### src/rtl/rbu_pkg.sv
`default_nettype none

package rbu_pkg;

  localparam int CHANNEL_BITS   = 8;
  localparam int COORD_BITS     = 11;
  localparam int REG_BITS       = 11;
  localparam int APB_ADDR_BITS  = 3;
  localparam int APB_DATA_BITS  = 32;
  localparam int DEF_MAX_WIDTH  = 1024;
  localparam int DEF_MAX_HEIGHT = 1024;

  typedef enum logic [0:0] {
    REG_WIDTH  = 1'b0,
    REG_HEIGHT = 1'b1
  } reg_idx_e;

  typedef enum logic [1:0] {
    KIND_CENTRE = 2'd0,
    KIND_VERT   = 2'd1,
    KIND_HORIZ  = 2'd2,
    KIND_ORIG   = 2'd3
  } kind_e;

  typedef struct packed {
    logic [CHANNEL_BITS-1:0] red;
    logic [CHANNEL_BITS-1:0] green;
    logic [CHANNEL_BITS-1:0] blue;
  } in_pix_t;

  typedef struct packed {
    logic [CHANNEL_BITS-1:0] out_red;
    logic [CHANNEL_BITS-1:0] out_green;
    logic [CHANNEL_BITS-1:0] out_blue;
    logic [COORD_BITS-1:0]   out_row;
    logic [COORD_BITS-1:0]   out_col;
    logic                    last_of_run;
    logic                    frame_done;
  } out_pix_t;

  typedef struct packed {
    logic [REG_BITS-1:0] image_width;
    logic [REG_BITS-1:0] image_height;
  } cfg_t;

  typedef struct packed {
    in_pix_t               cur;
    in_pix_t               left;
    in_pix_t               above_left;
    logic [COORD_BITS-1:0] row2;
    logic [COORD_BITS-1:0] col2;
    logic                  has_up;
    logic                  has_left;
    logic                  frame_last;
  } item_t;

endpackage

`default_nettype wire

### src/rtl/rbu_regs.sv
`default_nettype none

module rbu_regs
  import rbu_pkg::*;
(
  input  logic                     clk_i,
  input  logic                     rst_ni,
  input  logic                     psel,
  input  logic                     penable,
  input  logic                     pwrite,
  input  logic [APB_ADDR_BITS-1:0] paddr,
  input  logic [APB_DATA_BITS-1:0] pwdata,
  output logic [APB_DATA_BITS-1:0] prdata,
  output logic                     pready,
  output cfg_t                     cfg_o
);

  cfg_t     cfg_q;
  cfg_t     cfg_d;
  reg_idx_e idx;
  logic     wr_en;

  assign idx   = reg_idx_e'(paddr[2]);
  assign wr_en = psel && penable && pwrite;
  assign pready = 1'b1;
  assign cfg_o  = cfg_q;

  always_comb begin
    cfg_d = cfg_q;
    if (wr_en) begin
      case (idx)
        REG_WIDTH:  cfg_d.image_width  = pwdata[REG_BITS-1:0];
        REG_HEIGHT: cfg_d.image_height = pwdata[REG_BITS-1:0];
        default:    cfg_d = cfg_q;
      endcase
    end
  end

  always_ff @(posedge clk_i or negedge rst_ni) begin
    if (!rst_ni) begin
      cfg_q.image_width  <= REG_BITS'(1);
      cfg_q.image_height <= REG_BITS'(1);
    end else begin
      cfg_q <= cfg_d;
    end
  end

  always_comb begin
    case (idx)
      REG_WIDTH:  prdata = APB_DATA_BITS'(cfg_q.image_width);
      REG_HEIGHT: prdata = APB_DATA_BITS'(cfg_q.image_height);
      default:    prdata = '0;
    endcase
  end

endmodule

`default_nettype wire

### config.mk
export PLATFORM = sky130hd
export DESIGN_NAME = rbu_regs
export DESIGN_NICKNAME = d
export VERILOG_FILES = /design/src/rtl/rbu_pkg.sv /design/src/rtl/rbu_regs.sv
export SDC_FILE = /design/constraint.sdc
export NUM_CORES = 1
export LEC_CHECK = 0
export ABC_AREA = 0
export BUFFER_PORTS_ARGS = -buffer_cell sky130_fd_sc_hd__buf_2
export CAP_MARGIN = 20
export CORE_MARGIN = 2
export CORE_UTILIZATION = 42
export CTS_CLUSTER_SIZE = 16
export DETAILED_ROUTE_END_ITERATION = 10
export PLACE_DENSITY = 0.88
export SYNTH_ARGS = -nofsm -noshare
export SYNTH_HDL_FRONTEND = slang
export SYNTH_SLANG_ARGS = --single-unit
export TNS_END_PERCENT = 100
### constraint.sdc
create_clock -name clk_i -period 2 [get_ports clk_i]
set_input_delay 0.2 -clock clk_i [delete_from_list [all_inputs] [get_ports clk_i]]
set_output_delay 0.2 -clock clk_i [all_outputs]
set_load 0.05 [all_outputs]
Yosys cells after proc, flatten, opt, wreduce, memory -nomap -nowiden
Index checks and enable logic that the tools add are counted.
W data, S select, Z words.
{"block": "word_totals", "reg_bits": 22, "input_bits": 40, "output_inout_bits": 55, "word_cells": 8}
{"block": "classes", "mux": 1, "bitwise_logic": 1, "n_reduce_logical": 4}
{"cell": "$pmux W32 S2", "count": 1}
{"cell": "$reduce_and A2 Y1", "count": 2}
{"cell": "$logic_and A1 B1 Y1", "count": 2}
{"cell": "$not A1 Y1", "count": 1}

Longest topological paths before layout
{"block": "logic_depth", "ltp_word": 3, "ltp_mapped": 3, "ltp_nobuf": 2}

Least setup slack after synthesis
Ideal clock, no wire load.
{"block": "synth_path", "path_kind": "register to output", "from": "reg cfg_q (netlist bit cfg_o[0])", "to": "out prdata[0]", "arrival_time_ps": 1056, "required_ps": 1800, "slack_ps": 744, "stages_incl_launch_ff": 2, "path_buffers": 0, "cell_sequence": "dfstp_2 -> mux2_2"}
{"block": "synth_between", "elab_chain_len": 1}
{"element": "start: declaration", "line": "rbu_regs.sv:18", "source": "cfg_t cfg_q;"}
{"element": "start signal: assignment", "line": "rbu_regs.sv:44", "source": "cfg_q <= cfg_d;"}
{"element": "$pmux W32 S2", "line": "rbu_regs.sv:49", "source": "case (idx)"}
{"element": "end: declaration", "line": "rbu_regs.sv:13", "source": "output logic [APB_DATA_BITS-1:0] prdata,"}
Every way passes these cells. The select of a mux whose other input is x is not followed.

Worst setup path in the final report
Same ends and word-level chain as after synthesis.

==> flow_metrics.env <==
export IMPL_run_status="complete, no violations"
export IMPL_grtUsageTotal_pct=13.7
export IMPL_drtAntennaViolNets=0
export IMPL_top_usage_layer="met2"
export IMPL_floorplan_die_width_um=58.3
export IMPL_clock_tree_from_tritoncts="built"
export IMPL_syn_avg_cell_area_um2=14.7
export IMPL_slew_limit_headroom_pct=63.5
export IMPL_holdCritPathClass="in -> reg"
export IMPL_global_route_usage_met3_pct=2.68
export IMPL_totalNegativeSetupSlack_ns=0
export IMPL_leading_cell_type_by_number_of_instances_after_synthesis="sky130_fd_sc_hd__buf_4"
export IMPL_post_route_cells_drive_above_1_share_pct=67.7
export IMPL_path_cells="mux2_2 -> buf_2"
export IMPL_dp_hpwl_um=1650
export IMPL_ys_top_cells_by_count="sky130_fd_sc_hd__buf_4 (22), sky130_fd_sc_hd__dfrtp_1 (20), sky130_fd_sc_hd__mux2_4 (20), sky130_fd_sc_hd__mux2_2 (13)"
export IMPL_grt_setup_unrepaired="no"
export IMPL_data_required_time_at_the_worst_endpoint_ns=1.80
export IMPL_endpoint_kind="primary output"
export IMPL_route_detailed_wl_per_inst_um=13.3
export IMPL_hold_viol=0
export IMPL_netlist_instances=84
export IMPL_route_detailed_drc=0
export IMPL_dr_first_iter_drc_count=5
export IMPL_clkTransAtPathRegs_ns=0.12
export IMPL_max_clock_path_buffers=2
export IMPL_cpLargestDelayFamily="flip-flops"
export IMPL_areaGrowthSynthToFinish_pct=17.2
export IMPL_grt_antenna_before_repair=0
export IMPL_first_pass_iters=2
export IMPL_critical_path_n_buffers_inverters=1
export IMPL_largest_register_ff_count=22
export IMPL_rows=19
export IMPL_synth_top_cell_by_area="sky130_fd_sc_hd__dfrtp_1"
export IMPL_nets_final=174
export IMPL_ys_seq_elements=22
export IMPL_via_count=733
export IMPL_antenna_diode_count=0
export IMPL_port_buffer_count=49
export IMPL_cts_root_buffer="sky130_fd_sc_hd__clkbuf_4"
export IMPL_finalClockSkew_ns=0
export IMPL_fp_dieH_um=58.3
export IMPL_p_total_mw=1.91
export IMPL_h_tree_depth=1
export IMPL_maxCapViolCount=0
export IMPL_start_util_pct=44.4
export IMPL_worst_setup_path_type="reg -> out"
export IMPL_routed_wirelength_um=2190
export IMPL_worstSkewPairLatency_ns=0.30
export IMPL_p_per_area_nw_per_um2=1320
export IMPL_vias_per_cell=4.47
export IMPL_post_cts_sizing_count=0
export IMPL_postCtsSetupRepairBufs=0
export IMPL_setup_viol=0
export IMPL_filler_cell_count=246
export IMPL_use_met1_pct=18.6
export IMPL_critical_path_max_stage_delay_ns=0.57
export IMPL_dominantRegCellSynth="sky130_fd_sc_hd__dfrtp_1"
export IMPL_final_min_period_over_clock_period_pct=72.4
export IMPL_ys_seq_area_share_pct=44.7
export IMPL_globalRouteMet2Util_pct=21.4
export IMPL_clkSinkCount=22
export IMPL_worst_margin_slew_ns=0.547
export IMPL_synthArstFlopShare_pct=100
export IMPL_floorplan_die_area_um2=3390
export IMPL_synthDistinctLibCells=10
export IMPL_final_period_minus_worst_setup_slack_ns=1.45
export IMPL_layout_setup_ws_ns=0.552
export IMPL_place_congestion=0.635
export IMPL_timing_critical_path_fanout_max=3
export IMPL_final_max_slew_viol_count=0
export IMPL_synthesis_yosys_warnings=0
export IMPL_numCtsBuffers=3
export IMPL_clock_fmax_mhz=690
export IMPL_post_synth_instance_area_um2=1240
export IMPL_pin_count_of_the_biggest_net_entering_global_routing=23
export IMPL_i_o_pin_cnt=95
export IMPL_place_worst_setup_slack_ns=0.362
export IMPL_total_leakage_power_nw=0.823
export IMPL_grt_remaining_overflow=0
export IMPL_core_um2=2780
export IMPL_worst_ep_arrival_time_ns=1.25
export IMPL_crit_slowest_cell="sky130_fd_sc_hd__dfstp_2"
export IMPL_start_kind="flip-flop"
export IMPL_number_of_global_route_vias_before_repair=702
export IMPL_yosys_top_cells_area="sky130_fd_sc_hd__dfrtp_1 (40%), sky130_fd_sc_hd__mux2_4 (24%), sky130_fd_sc_hd__buf_4 (13%)"
export IMPL_synthDominantCellAreaShare_pct=40.5
export IMPL_edff_count_synth=0
export IMPL_vdd_drop_max_v=0.000862
export IMPL_grt_first_pass_wirelength_um=3470
-- layer usage --
metal	share of wire, %	vias up
met5	0	-
met4	0.64	0
met3	8.8	2
met2	47	49
met1	43	341
li1	-	341
-- layout by cell type, fill, tap and decap left out, drive strengths merged --
cell type	count
buf	49
mux2	33
conb	22
dfrtp	20
clkbuf	4
dfstp	2
nand4b	1
nand4	1
dlygate4sd3	1
-- where the power goes --
group          total [mW]  leakage [nW]  internal, mW  switching (mW)
sequential          0.625         0.261         0.550          0.0755
clock               0.239        0.0210         0.111           0.128
combinational        1.05         0.541         0.283           0.766
-- path summary, 6_finish.rpt --
kind                       depth (start not counted)        end  startpoint  slack (ns)
max                                                2  prdata[0]    cfg_o[0]        0.55
min                                                2   cfg_o[4]   pwdata[4]        0.14
max reg2reg                                        1  cfg_o[19]   cfg_o[19]        1.20
min reg2reg                                        1   cfg_o[5]    cfg_o[5]        0.55
max in group asynchronous                          2   cfg_o[0]      rst_ni        1.28
min in group asynchronous                          2  cfg_o[10]      rst_ni        0.37
-- logic make-up after synthesis --
kind of cell	Yosys count	synth area share (%)
buf+inv	25	15.6
simple gates	2	2.93
flops	22	44.7
other cells	2	0.608
mux	33	36.1
-- layout make-up --
type	instances	area [um^2]	share of cell area, %
Multi-Input combinational cell	57	566	39.0
Tap cell	31	38.8	2.68
Clock buffer	4	36.3	2.50
Sequential cell	22	553	38.2
Timing Repair Buffer	50	255	17.6
-- repair_timing --
action	in CTS	in global routing
endpoints found under the hold margin	20	0
hold buffers	1	0
setup endpoints to repair	0	0
-- through the flow --
step | cells | cell area [um^2] | hold WS, ns | util, %
4_1_cts | 164 | 1450 | 0.118 | 52.1
3_3_place_gp | 159 | 1400 | 0.176 | 50.4
3_5_place_dp | 159 | 1400 | 0.189 | 50.4
2_1_floorplan | 104 | 1310 | -0.0956 | -
6_report | 164 | 1450 | 0.136 | 52.1
5_1_grt | 164 | 1450 | 0.127 | 52.1
Power figures use the tool's default switching activity.
