==> config.mk <==
export PLATFORM = sky130hd
export DESIGN_NAME = rbu_emit
export DESIGN_NICKNAME = d
export VERILOG_FILES = /design/src/rtl/rbu_pkg.sv /design/src/rtl/rbu_emit.sv
export SDC_FILE = /design/constraint.sdc
export NUM_CORES = 1
export LEC_CHECK = 0
export BUFFER_PORTS_ARGS = -buffer_cell sky130_fd_sc_hd__buf_2
export CORE_ASPECT_RATIO = 0.75
export CORE_MARGIN = 10
export CORE_UTILIZATION = 32
export DETAILED_ROUTE_END_ITERATION = 8
export GPL_TIMING_DRIVEN = 0
export PLACE_DENSITY = 0.62
export SLEW_MARGIN = 25
export SYNTH_ARGS = -nofsm -noshare
export SYNTH_HDL_FRONTEND = slang
export SYNTH_SLANG_ARGS = --single-unit
==> constraint.sdc <==
create_clock -name clk_i -period 2.97 [get_ports clk_i]
set_input_delay 0.297 -clock clk_i [delete_from_list [all_inputs] [get_ports clk_i]]
set_output_delay 0.297 -clock clk_i [all_outputs]
set_load 0.03 [all_outputs]
==> src/rtl/rbu_pkg.sv <==
`default_nettype none

package rbu_pkg;

  localparam int CHANNEL_BITS   = 8;
  localparam int COORD_BITS     = 11;
  localparam int REG_BITS       = 11;
  localparam int APB_ADDR_BITS  = 3;
  localparam int APB_DATA_BITS  = 32;
  localparam int DEF_MAX_WIDTH  = 1024;
  localparam int DEF_MAX_HEIGHT = 1024;

  typedef enum logic [0:0] {
    REG_WIDTH  = 1'b0,
    REG_HEIGHT = 1'b1
  } reg_idx_e;

  typedef enum logic [1:0] {
    KIND_CENTRE = 2'd0,
    KIND_VERT   = 2'd1,
    KIND_HORIZ  = 2'd2,
    KIND_ORIG   = 2'd3
  } kind_e;

  typedef struct packed {
    logic [CHANNEL_BITS-1:0] red;
    logic [CHANNEL_BITS-1:0] green;
    logic [CHANNEL_BITS-1:0] blue;
  } in_pix_t;

  typedef struct packed {
    logic [CHANNEL_BITS-1:0] out_red;
    logic [CHANNEL_BITS-1:0] out_green;
    logic [CHANNEL_BITS-1:0] out_blue;
    logic [COORD_BITS-1:0]   out_row;
    logic [COORD_BITS-1:0]   out_col;
    logic                    last_of_run;
    logic                    frame_done;
  } out_pix_t;

  typedef struct packed {
    logic [REG_BITS-1:0] image_width;
    logic [REG_BITS-1:0] image_height;
  } cfg_t;

  typedef struct packed {
    in_pix_t               cur;
    in_pix_t               left;
    in_pix_t               above_left;
    logic [COORD_BITS-1:0] row2;
    logic [COORD_BITS-1:0] col2;
    logic                  has_up;
    logic                  has_left;
    logic                  frame_last;
  } item_t;

endpackage

`default_nettype wire

==> src/rtl/rbu_emit.sv <==
`default_nettype none

module rbu_emit
  import rbu_pkg::*;
(
  input  logic     clk_i,
  input  logic     rst_ni,
  input  logic     load_i,
  input  item_t    item_i,
  input  in_pix_t  above_i,
  input  logic     out_ready_i,
  output logic     take_o,
  output logic     busy_o,
  output logic     out_valid_o,
  output out_pix_t out_o
);

  item_t    item_q;
  logic [3:0] mask_q;
  logic [3:0] mask_d;
  logic     busy_q;
  logic     busy_d;
  logic     out_valid_q;
  logic     out_valid_d;
  out_pix_t out_q;
  out_pix_t out_d;
  logic     can_out;
  logic     fire;
  logic     last;
  kind_e    kind;
  logic [3:0] remaining;

  function automatic logic [CHANNEL_BITS-1:0] avg2(input logic [CHANNEL_BITS-1:0] a,
                                                   input logic [CHANNEL_BITS-1:0] b);
    logic [CHANNEL_BITS:0] s;
    s = {1'b0, a} + {1'b0, b};
    return s[CHANNEL_BITS:1];
  endfunction

  function automatic logic [CHANNEL_BITS-1:0] avg4(input logic [CHANNEL_BITS-1:0] a,
                                                   input logic [CHANNEL_BITS-1:0] b,
                                                   input logic [CHANNEL_BITS-1:0] c,
                                                   input logic [CHANNEL_BITS-1:0] d);
    logic [CHANNEL_BITS+1:0] s;
    s = (CHANNEL_BITS+2)'(a) + (CHANNEL_BITS+2)'(b) + (CHANNEL_BITS+2)'(c)
      + (CHANNEL_BITS+2)'(d);
    return s[CHANNEL_BITS+1:2];
  endfunction

  always_comb begin
    kind = KIND_ORIG;
    if (mask_q[KIND_CENTRE]) begin
      kind = KIND_CENTRE;
    end else if (mask_q[KIND_VERT]) begin
      kind = KIND_VERT;
    end else if (mask_q[KIND_HORIZ]) begin
      kind = KIND_HORIZ;
    end
  end

  assign remaining = mask_q & ~(4'b0001 << kind);
  assign last      = (remaining == 4'b0000);
  assign can_out   = !out_valid_q || out_ready_i;
  assign fire      = busy_q && can_out;
  assign take_o    = !busy_q || (fire && last);
  assign busy_o    = busy_q;
  assign out_valid_o = out_valid_q;
  assign out_o     = out_q;

  always_comb begin
    out_d             = out_q;
    out_d.out_row     = item_q.row2;
    out_d.out_col     = item_q.col2;
    out_d.last_of_run = last;
    out_d.frame_done  = last && item_q.frame_last;
    case (kind)
      KIND_CENTRE: begin
        out_d.out_red   = avg4(item_q.above_left.red, above_i.red,
                               item_q.left.red, item_q.cur.red);
        out_d.out_green = avg4(item_q.above_left.green, above_i.green,
                               item_q.left.green, item_q.cur.green);
        out_d.out_blue  = avg4(item_q.above_left.blue, above_i.blue,
                               item_q.left.blue, item_q.cur.blue);
        out_d.out_row   = item_q.row2 - COORD_BITS'(1);
        out_d.out_col   = item_q.col2 - COORD_BITS'(1);
      end
      KIND_VERT: begin
        out_d.out_red   = avg2(above_i.red, item_q.cur.red);
        out_d.out_green = avg2(above_i.green, item_q.cur.green);
        out_d.out_blue  = avg2(above_i.blue, item_q.cur.blue);
        out_d.out_row   = item_q.row2 - COORD_BITS'(1);
      end
      KIND_HORIZ: begin
        out_d.out_red   = avg2(item_q.left.red, item_q.cur.red);
        out_d.out_green = avg2(item_q.left.green, item_q.cur.green);
        out_d.out_blue  = avg2(item_q.left.blue, item_q.cur.blue);
        out_d.out_col   = item_q.col2 - COORD_BITS'(1);
      end
      default: begin
        out_d.out_red   = item_q.cur.red;
        out_d.out_green = item_q.cur.green;
        out_d.out_blue  = item_q.cur.blue;
      end
    endcase
  end

  always_comb begin
    mask_d = mask_q;
    busy_d = busy_q;
    if (load_i) begin
      mask_d = {1'b1, item_i.has_left, item_i.has_up, item_i.has_up && item_i.has_left};
      busy_d = 1'b1;
    end else if (fire) begin
      mask_d = remaining;
      busy_d = !last;
    end
  end

  always_comb begin
    if (fire) begin
      out_valid_d = 1'b1;
    end else if (out_ready_i) begin
      out_valid_d = 1'b0;
    end else begin
      out_valid_d = out_valid_q;
    end
  end

  always_ff @(posedge clk_i or negedge rst_ni) begin
    if (!rst_ni) begin
      busy_q      <= 1'b0;
      mask_q      <= '0;
      out_valid_q <= 1'b0;
    end else begin
      busy_q      <= busy_d;
      mask_q      <= mask_d;
      out_valid_q <= out_valid_d;
    end
  end

  always_ff @(posedge clk_i) begin
    if (load_i) begin
      item_q <= item_i;
    end
    if (fire) begin
      out_q <= out_d;
    end
  end

endmodule

`default_nettype wire
## Word level (Yosys, flattened, before mapping)

Index checks and enable logic that the tools add are counted.

- Word-level logic and storage cells: 71
- Input bits: 125
- Output and inout port bits: 51
- Flip-flop bits (word level): 149

- Add/sub/neg operators: 17
- Shift operators: 1
- Eq/ne operators: 2
- Mux-type cells: 12
- Bitwise logic cells: 2
- Reductions and logical operators: 15

Operators by type and width:

| operator | number |
|---|---|
| adder 8 x 8 -> 9 bit | 9 |
| one-hot mux 24 bit (3 select lines) | 1 |
| adder 10 x 8 -> 10 bit | 3 |
| adder 9 x 8 -> 10 bit | 3 |
| 2-to-1 mux 11 bit | 2 |
| subtractor 11 x 1 -> 11 bit (second input constant) | 2 |
| 2-to-1 mux 4 bit | 2 |
| 2-to-1 mux 1 bit | 5 |
| bitwise AND 4 bit | 1 |
| logical AND 1 bit | 4 |
| logical NOT 4 bit | 1 |
| 2-to-1 mux 2 bit | 2 |
| inverter 4 bit | 1 |
| nonzero test 2 bit | 2 |
| OR reduction 2 bit | 2 |
| << shifter 1 x 2 -> 4 bit (first input constant) | 1 |
| logical NOT 1 bit | 3 |
| == test 2 x 1 -> 1 bit (second input constant) | 1 |
| == test 2 bit (second input constant) | 1 |
| logical NOT 2 bit | 1 |
| logical OR 1 bit | 2 |

## Depth between registers and ports, before layout

Gate-level depths: netlist of the first run.

- Word-level depth: 10
- Depth in mapped cells: 14
- Mapped depth without buffers: 12

## Worst setup path after synthesis of the first run

No wires, ideal clock.

- Path kind: register to register
- From: register mask_q[0]
- To: register out_q (netlist bit out_o[37]), data pin
- Arrival time: 2.960 ns
- Stages on the path, launching flop included: 13
- Required time: 2.706 ns
- Setup slack: -0.254 ns
- Setup time: 0.264 ns
- Path buffers: 2
- Path through: dfrtp_1 nor2_1 ha_1 buf_6 clkbuf_1 o21ai_0 fa_1 a211oi_1 nor2_1 o21a_1 or3_1 a32oi_1 o21ai_0

RTL lines:

| what | line | RTL |
|---|---|---|
| start, declared | rbu_emit.sv:19 | `logic [3:0] mask_q;` |
| start signal, assigned | rbu_emit.sv:136 | `mask_q <= mask_d;` |
| end signal, assigned | rbu_emit.sv:146 | `out_q <= out_d;` |
| end, declared | rbu_emit.sv:25 | `out_pix_t out_q;` |

==> metrics.txt, run 1 <==
outcome finished, violations left; failing checks negative setup slack; area of the core 27100 µm²; fin cells 1350; WL/cell 18.6 µm; starting density of the core 0.325; post-synth cell types 54; CP Max Fanout 4; EDFF count, synth 143; Die ar. between 30000 and 40000 µm²; Post-Synth XOR/XNOR Area 0.0487; HPWL after detailed placement 18.5 mm; Syn Inst Count ~760; Residual DRC 0; unrepaired setup endpoints after global routing true; largest net degree at the start of global routing 56; Worst Path Required 3.11 ns; Clock transition at path regs 0.07 ns; Crit Path Category flip-flop to flip-flop; clock skew 0.0107 ns; most common cell in the netlist inv_1; WL final ~25 mm; layout net count 1208; Post-synth ARST share 0.0403; Area growth syn-to-layout 30.4%; CTS tree done; Placed Instances 1284; setup ws final -0.201 ns; final slew viol count 0; Rel. slew slack 0.406; largest area contributor in the netlist edfxtp_1; synthesized area slightly below 9000 µm²; starting DRC count in detailed routing ~350; top post-synthesis cells by count inv_1, edfxtp_1, nand2_1; Critical Path Source Type flip-flop; ANT nets after route 0; maxcap violations 0; mean post-synth cell area 11.7 µm²; first-pass GRT wire length 38.2 mm; # IOs 176; period utilization 1.07; mux share of post-synthesis cell area 0.00454; Synth area leaders edfxtp_1, fa_1, ha_1; GP Congestion 0.837; Max Fclk 315 MHz; DR vias roughly 6.4k; ys flop type edfxtp_1; FF+latch count, synth approximately 150; CP Capture Type flip-flop; utilization after layout 0.424; via/cell ratio approximately 4.7; adder-cell share of the synthesized area 0.183; Final min period ~3.2 ns; Yosys Warn Count 0; pre-CTS WS -0.975 ns; Syn Nets 979; Least-Margin Pin Slew 0.891 ns; vias in the first global route 6645; Overflow after GRT 0; Die Ht about 160 µm; Pleak around 5 nW; post-synthesis compound-gate area fraction 0.114; GRT Overall Usage 0.146; area fraction of the dominant cell type after synthesis 0.487; Worst-Skew Late Latency 0.43 ns; Cell Rows 52; Min Hold Slack roughly 0.039 ns; Num CTS Buffers 17; worst vdd ir 0.399 mV; worst hold path class primary input to flip-flop; clk sinks 149; Hold Fails Final Rpt 0; antenna violations before repair 0; number of buffers added on ports 175; pwr dens between 700 and 800 nW/µm²; sequential area share after synthesis 0.504; chip width 212 µm; Detailed Routing Iterations Pass 1 4; worst-case clock buffer depth 2; root buf cell clkbuf_16; largest family of logic cells by synthesized area adder cells; Setup Viol. Count Final 18; share of cells above drive strength 1 0.329; critical path arrival 3.31 ns; post-synthesis simple-gate area fraction 0.0748; H-Tree Level Count 4
-- placed cells by master (no fill, tap or decap), types with 4 or more instances in the layout --
cell type     n
a21oi_1      19
nand2b_1      9
inv_1       136
fa_2          6
dfrtp_1       6
nor2_1       21
buf_4        31
xnor2_1      27
nor3_1       10
o21ai_0      31
o211ai_1      7
o21bai_1      4
fa_1         45
edfxtp_1    143
o21ai_2       4
buf_2       174
o21a_1        9
nor2_2        4
clkbuf_1      9
nand3_1       7
inv_2         8
clkinvlp_4    4
a21o_1        5
clkbuf_16    21
a22oi_1       4
o21ai_1      13
a211oi_2      7
o221ai_1      8
ha_1         42
or3_1         4
nand2_1      54
xor2_1       22
a21oi_2      13
clkinv_2      4
-- kinds of logic after synthesis --
family,Yosys count
mux,4
fa+ha+maj,98
flops,149
xor+xnor,49
buf+inv,163
simple gates,137
compound gates,156
-- registers in the layout, indices dropped and copies added (netlist names) --
signal and flops:
out_o 48, mask_q 4, busy_o 1, item_q 95, out_valid_o 1
-- final timing paths --
path / cells after the start / end / slack, ns / from
max: 12 / out_o[47] / -0.20 / item_q[66]
max reg2reg: 12 / out_o[47] / -0.20 / item_q[66]
min in group asynchronous: 2 / out_valid_o / 0.23 / rst_ni
min: 1 / item_q[44] / 0.04 / item_i[44]
min reg2reg: 1 / mask_q[3] / 0.49 / mask_q[3]
max in group asynchronous: 2 / mask_q[0] / 2.58 / rst_ni
-- metrics by stage --
stage / setup TNS [ns] / power [W] / instance area, µm²
global placement: -10.47 / 0.00558 / 10100
CTS: -1.68 / 0.00817 / 11300
global route: -3.94 / 0.00879 / 11500
detailed placement: -11.02 / 0.00565 / 10200
floorplan: -0.000324 / 0.00480 / 8820
finish: -1.20 / 0.00828 / 11500
-- where the power goes --
group          switching [W]  internal [W]
Combinational        0.00197       0.00141
Sequential          0.000118       0.00264
Clock               0.000908       0.00124
-- worst max-delay path, cell delays in order (launching register included) --
cell	delay, ns
edfxtp_1	0.38
inv_2	0.04
fa_1	0.48
inv_1	0.05
fa_1	0.48
and3_4	0.17
fa_2	0.37
a21oi_4	0.18
o21ai_4	0.09
o211ai_1	0.22
a21boi_1	0.11
o211ai_1	0.16
o221ai_1	0.13
-- layout make-up --
cell class | instances | area, µm²
inverters | 148 | 563
well taps | 351 | 439
multi-input cells | 444 | 4080
plain buffers | 13 | 155
fillers | 2600 | 15600
repair buffers | 212 | 1230
diodes | 1 | 2.50
clock buffers | 20 | 437
clock inverters | 12 | 133
flip-flops and latches | 149 | 4440
-- routing by layer --
layer  global-route usage  routed length [µm]  vias up
met5                    0                   0        -
met4               0.0372                 303        0
met3               0.0453                1730       19
met2                0.222               11200      198
met1                0.197               11800     3118
li1                     -                   -     3066
-- repair_timing --
| item | CTS | global route |
|---|---|---|
| setup buffers | 23 | 10 |
| cloned | 2 | 0 |
| endpoints found under the setup margin | 24 | 19 |
| resized for setup | 81 | 44 |
| hold buffers | 1 | 0 |
| endpoints found under the hold margin | 6 | 0 |
| pin swaps | 55 | 44 |
No activity file was read; power rests on OpenSTA's default activity.
==> inputs of run 2 (changes only) <==
==> constraint.sdc (replaced) <==
create_clock -name clk_i -period 2.8 [get_ports clk_i]
set_input_delay 0.28 -clock clk_i [delete_from_list [all_inputs] [get_ports clk_i]]
set_output_delay 0.28 -clock clk_i [all_outputs]
set_load 0.03 [all_outputs]
==> metrics.txt, run 2 (synthesis gave the netlist of run 1 again) <==
share of cells above drive strength 1 0.336 (+0.00697); Die Ht 164 µm (unchanged); Num CTS Buffers 17 (unchanged); maxcap violations 0 (unchanged); critical path arrival 3.27 ns (-0.04 ns); outcome finished, violations left; clock skew 0.0132 ns (+0.00246 ns); setup ws final -0.356 ns (-0.154 ns); Clock transition at path regs 0.07 ns (about the same); number of cells on the critical path 11 (-1); starting DRC count in detailed routing 352 (-0.28%); Residual DRC 0 (unchanged); Most flops, register item_q; Placed Instances 1284 (unchanged); kind of cell adding the most delay to the critical path adder cells; Detailed Routing Iterations Pass 1 5 (+1); failing checks negative setup slack; Overflow after GRT 0 (unchanged); Worst-Skew Late Latency 0.43 ns (about the same); DR vias 6462 (+0.95%); CP Max Fanout 3 (-1); r2r worst-path depth 11 (-1); chip width 212 µm (unchanged); worst vdd ir 0.418 mV (+4.7%); Rel. slew slack 0.373 (-0.0328); WL final 25.5 mm (+1.7%); first-pass GRT wire length 37.5 mm (-1.6%); layout net count 1229 (+1.7%); unrepaired setup endpoints after global routing true; # IOs 176 (unchanged); worst hold path class primary input to flip-flop; Int Power 0.00578 W (+9.3%); period utilization 1.13 (+0.0593); area of the core 27100 µm² (unchanged); most common cell after layout, fill and taps aside buf_2; number of buffers added on ports 175 (unchanged); vias in the first global route 6561 (-1.3%); via/cell ratio 4.71 (-0.59%); GP Congestion 0.841 (+0.38%); WL/cell 18.6 µm (about the same); final slew viol count 0 (unchanged); sequential share of power 0.323 (-0.010); combinational power share 0.420 (+0.012); pwr dens 763 nW/µm² (+5.9%); Least-Margin Pin Slew 0.940 ns (+0.0492 ns); most frequent cells in the layout buf_2, edfxtp_1, inv_1, nand2_1, fa_1; clk sinks 149 (unchanged); number of fill cells 2552 (-1.8%); Sw Pwr 0.00326 W (+8.9%); worst-case clock buffer depth 2 (unchanged); Setup Viol. Count Final 19 (+1); Clk pwr share 0.257 (-0.003); utilization after layout 0.437 (+0.0130); root buf cell clkbuf_16; area of the multi-input gates 4200 µm² (+2.9%); antenna violations before repair 1 (+1); Hold Fails Final Rpt 0 (unchanged); Switching Share 0.361 (-0.000852); CP Capture Type flip-flop; GRT Overall Usage 0.144 (-0.00190); CP max stage cell fa_1; max incr delay on CP 0.49 ns (about the same); Final min period 3.16 ns (-0.0156 ns); register area 4450 µm² (about the same); starting density of the core 0.325 (unchanged); hold-critical path depth 1 (unchanged); Min Hold Slack 0.0271 ns (-0.0116 ns); Area growth syn-to-layout 34.4%; HPWL after detailed placement 18.6 mm (+0.55%); Worst Path Required 2.92 ns (-0.19 ns); Die ar. 34600 µm² (unchanged); WP buf/inv 2 (unchanged); largest net degree at the start of global routing 65 (+16%); Max Fclk 317 MHz (+0.49%); fin cells 1371 (+1.6%); Pleak 5.12 nW (+2.7%); max reg flops 95 (unchanged); H-Tree Level Count 4 (unchanged); CP cell instances inv_1, fa_1, fa_1, buf_6, fa_2, nor2b_4, o31a_1, o21ai_1, and3b_1, o21ai_1, a31oi_1; ANT nets after route 0 (unchanged); Crit Path Category flip-flop to flip-flop; Cell Rows 52 (unchanged); Critical Path Source Type flip-flop; CTS tree done
-- run 2: path summary, 6_finish.rpt --
kind                             from          to  slack, ns
min in group asynchronous      rst_ni   mask_q[1]       0.22
setup / recovery           item_q[27]   out_o[29]      -0.36
hold reg to reg             mask_q[3]   mask_q[3]       0.48
setup reg to reg           item_q[27]   out_o[29]      -0.36
hold / removal             item_i[96]  item_q[96]       0.03
max in group asynchronous      rst_ni   mask_q[0]       2.42
-- run 2: repair_timing --
item / in CTS / in global routing
endpoints found under the setup margin: 24 / 23
pin swaps: 45 / 43
hold buffers: 11 / 7
endpoints found under the hold margin: 16 / 7
gates cloned: 1 / 1
buffers inserted: 18 / 17
resized for setup: 58 / 52
-- run 2: power groups by stage --
stage | clock network [W] | registers [W] | logic [W]
after floorplan | 0 | 0.00324 | 0.00197
after global placement | 0 | 0.00297 | 0.00308
after detailed placement | 0 | 0.00297 | 0.00317
after CTS | 0.00240 | 0.00292 | 0.00345
after global routing | 0.00250 | 0.00295 | 0.00415
final | 0.00232 | 0.00292 | 0.00379
-- run 2: worst reg2reg max path: stages (launching register included) --
cell and delay (ns):
edfxtp_1 0.40, inv_1 0.09, fa_1 0.45, fa_1 0.49, buf_6 0.14, fa_2 0.41, nor2b_4 0.13, o31a_1 0.21
o21ai_1 0.09, and3b_1 0.18, o21ai_1 0.11, a31oi_1 0.15
-- run 2: stage by stage --
| stage | setup slack [ns] | power, W | instance area (µm²) | setup TNS (ns) |
|---|---|---|---|---|
| after detailed placement | -0.700 | 0.00613 | 10300 | -9.08 |
| after floorplan | -0.0773 | 0.00521 | 8920 | -0.276 |
| after CTS | -0.380 | 0.00877 | 11400 | -4.18 |
| after global placement | -0.687 | 0.00605 | 10200 | -8.45 |
| after global routing | -0.487 | 0.00960 | 11800 | -6.88 |
| final | -0.356 | 0.00904 | 11800 | -4.27 |
-- run 2: final cells by class --
type,instances,area share
Sequential cell,149,0.376
Antenna cell,1,0.000211
Timing Repair Buffer,232,0.121
Clock buffer,19,0.0374
Buffer,14,0.0136
Clock inverter,13,0.0125
Multi-Input combinational cell,444,0.355
Inverter,148,0.0474
Tap cell,351,0.0371
-- run 2: routing by layer --
metal	share of wire	track usage
met5	0	0
met4	0.014	0.0352
met3	0.078	0.0476
met2	0.44	0.216
met1	0.46	0.196
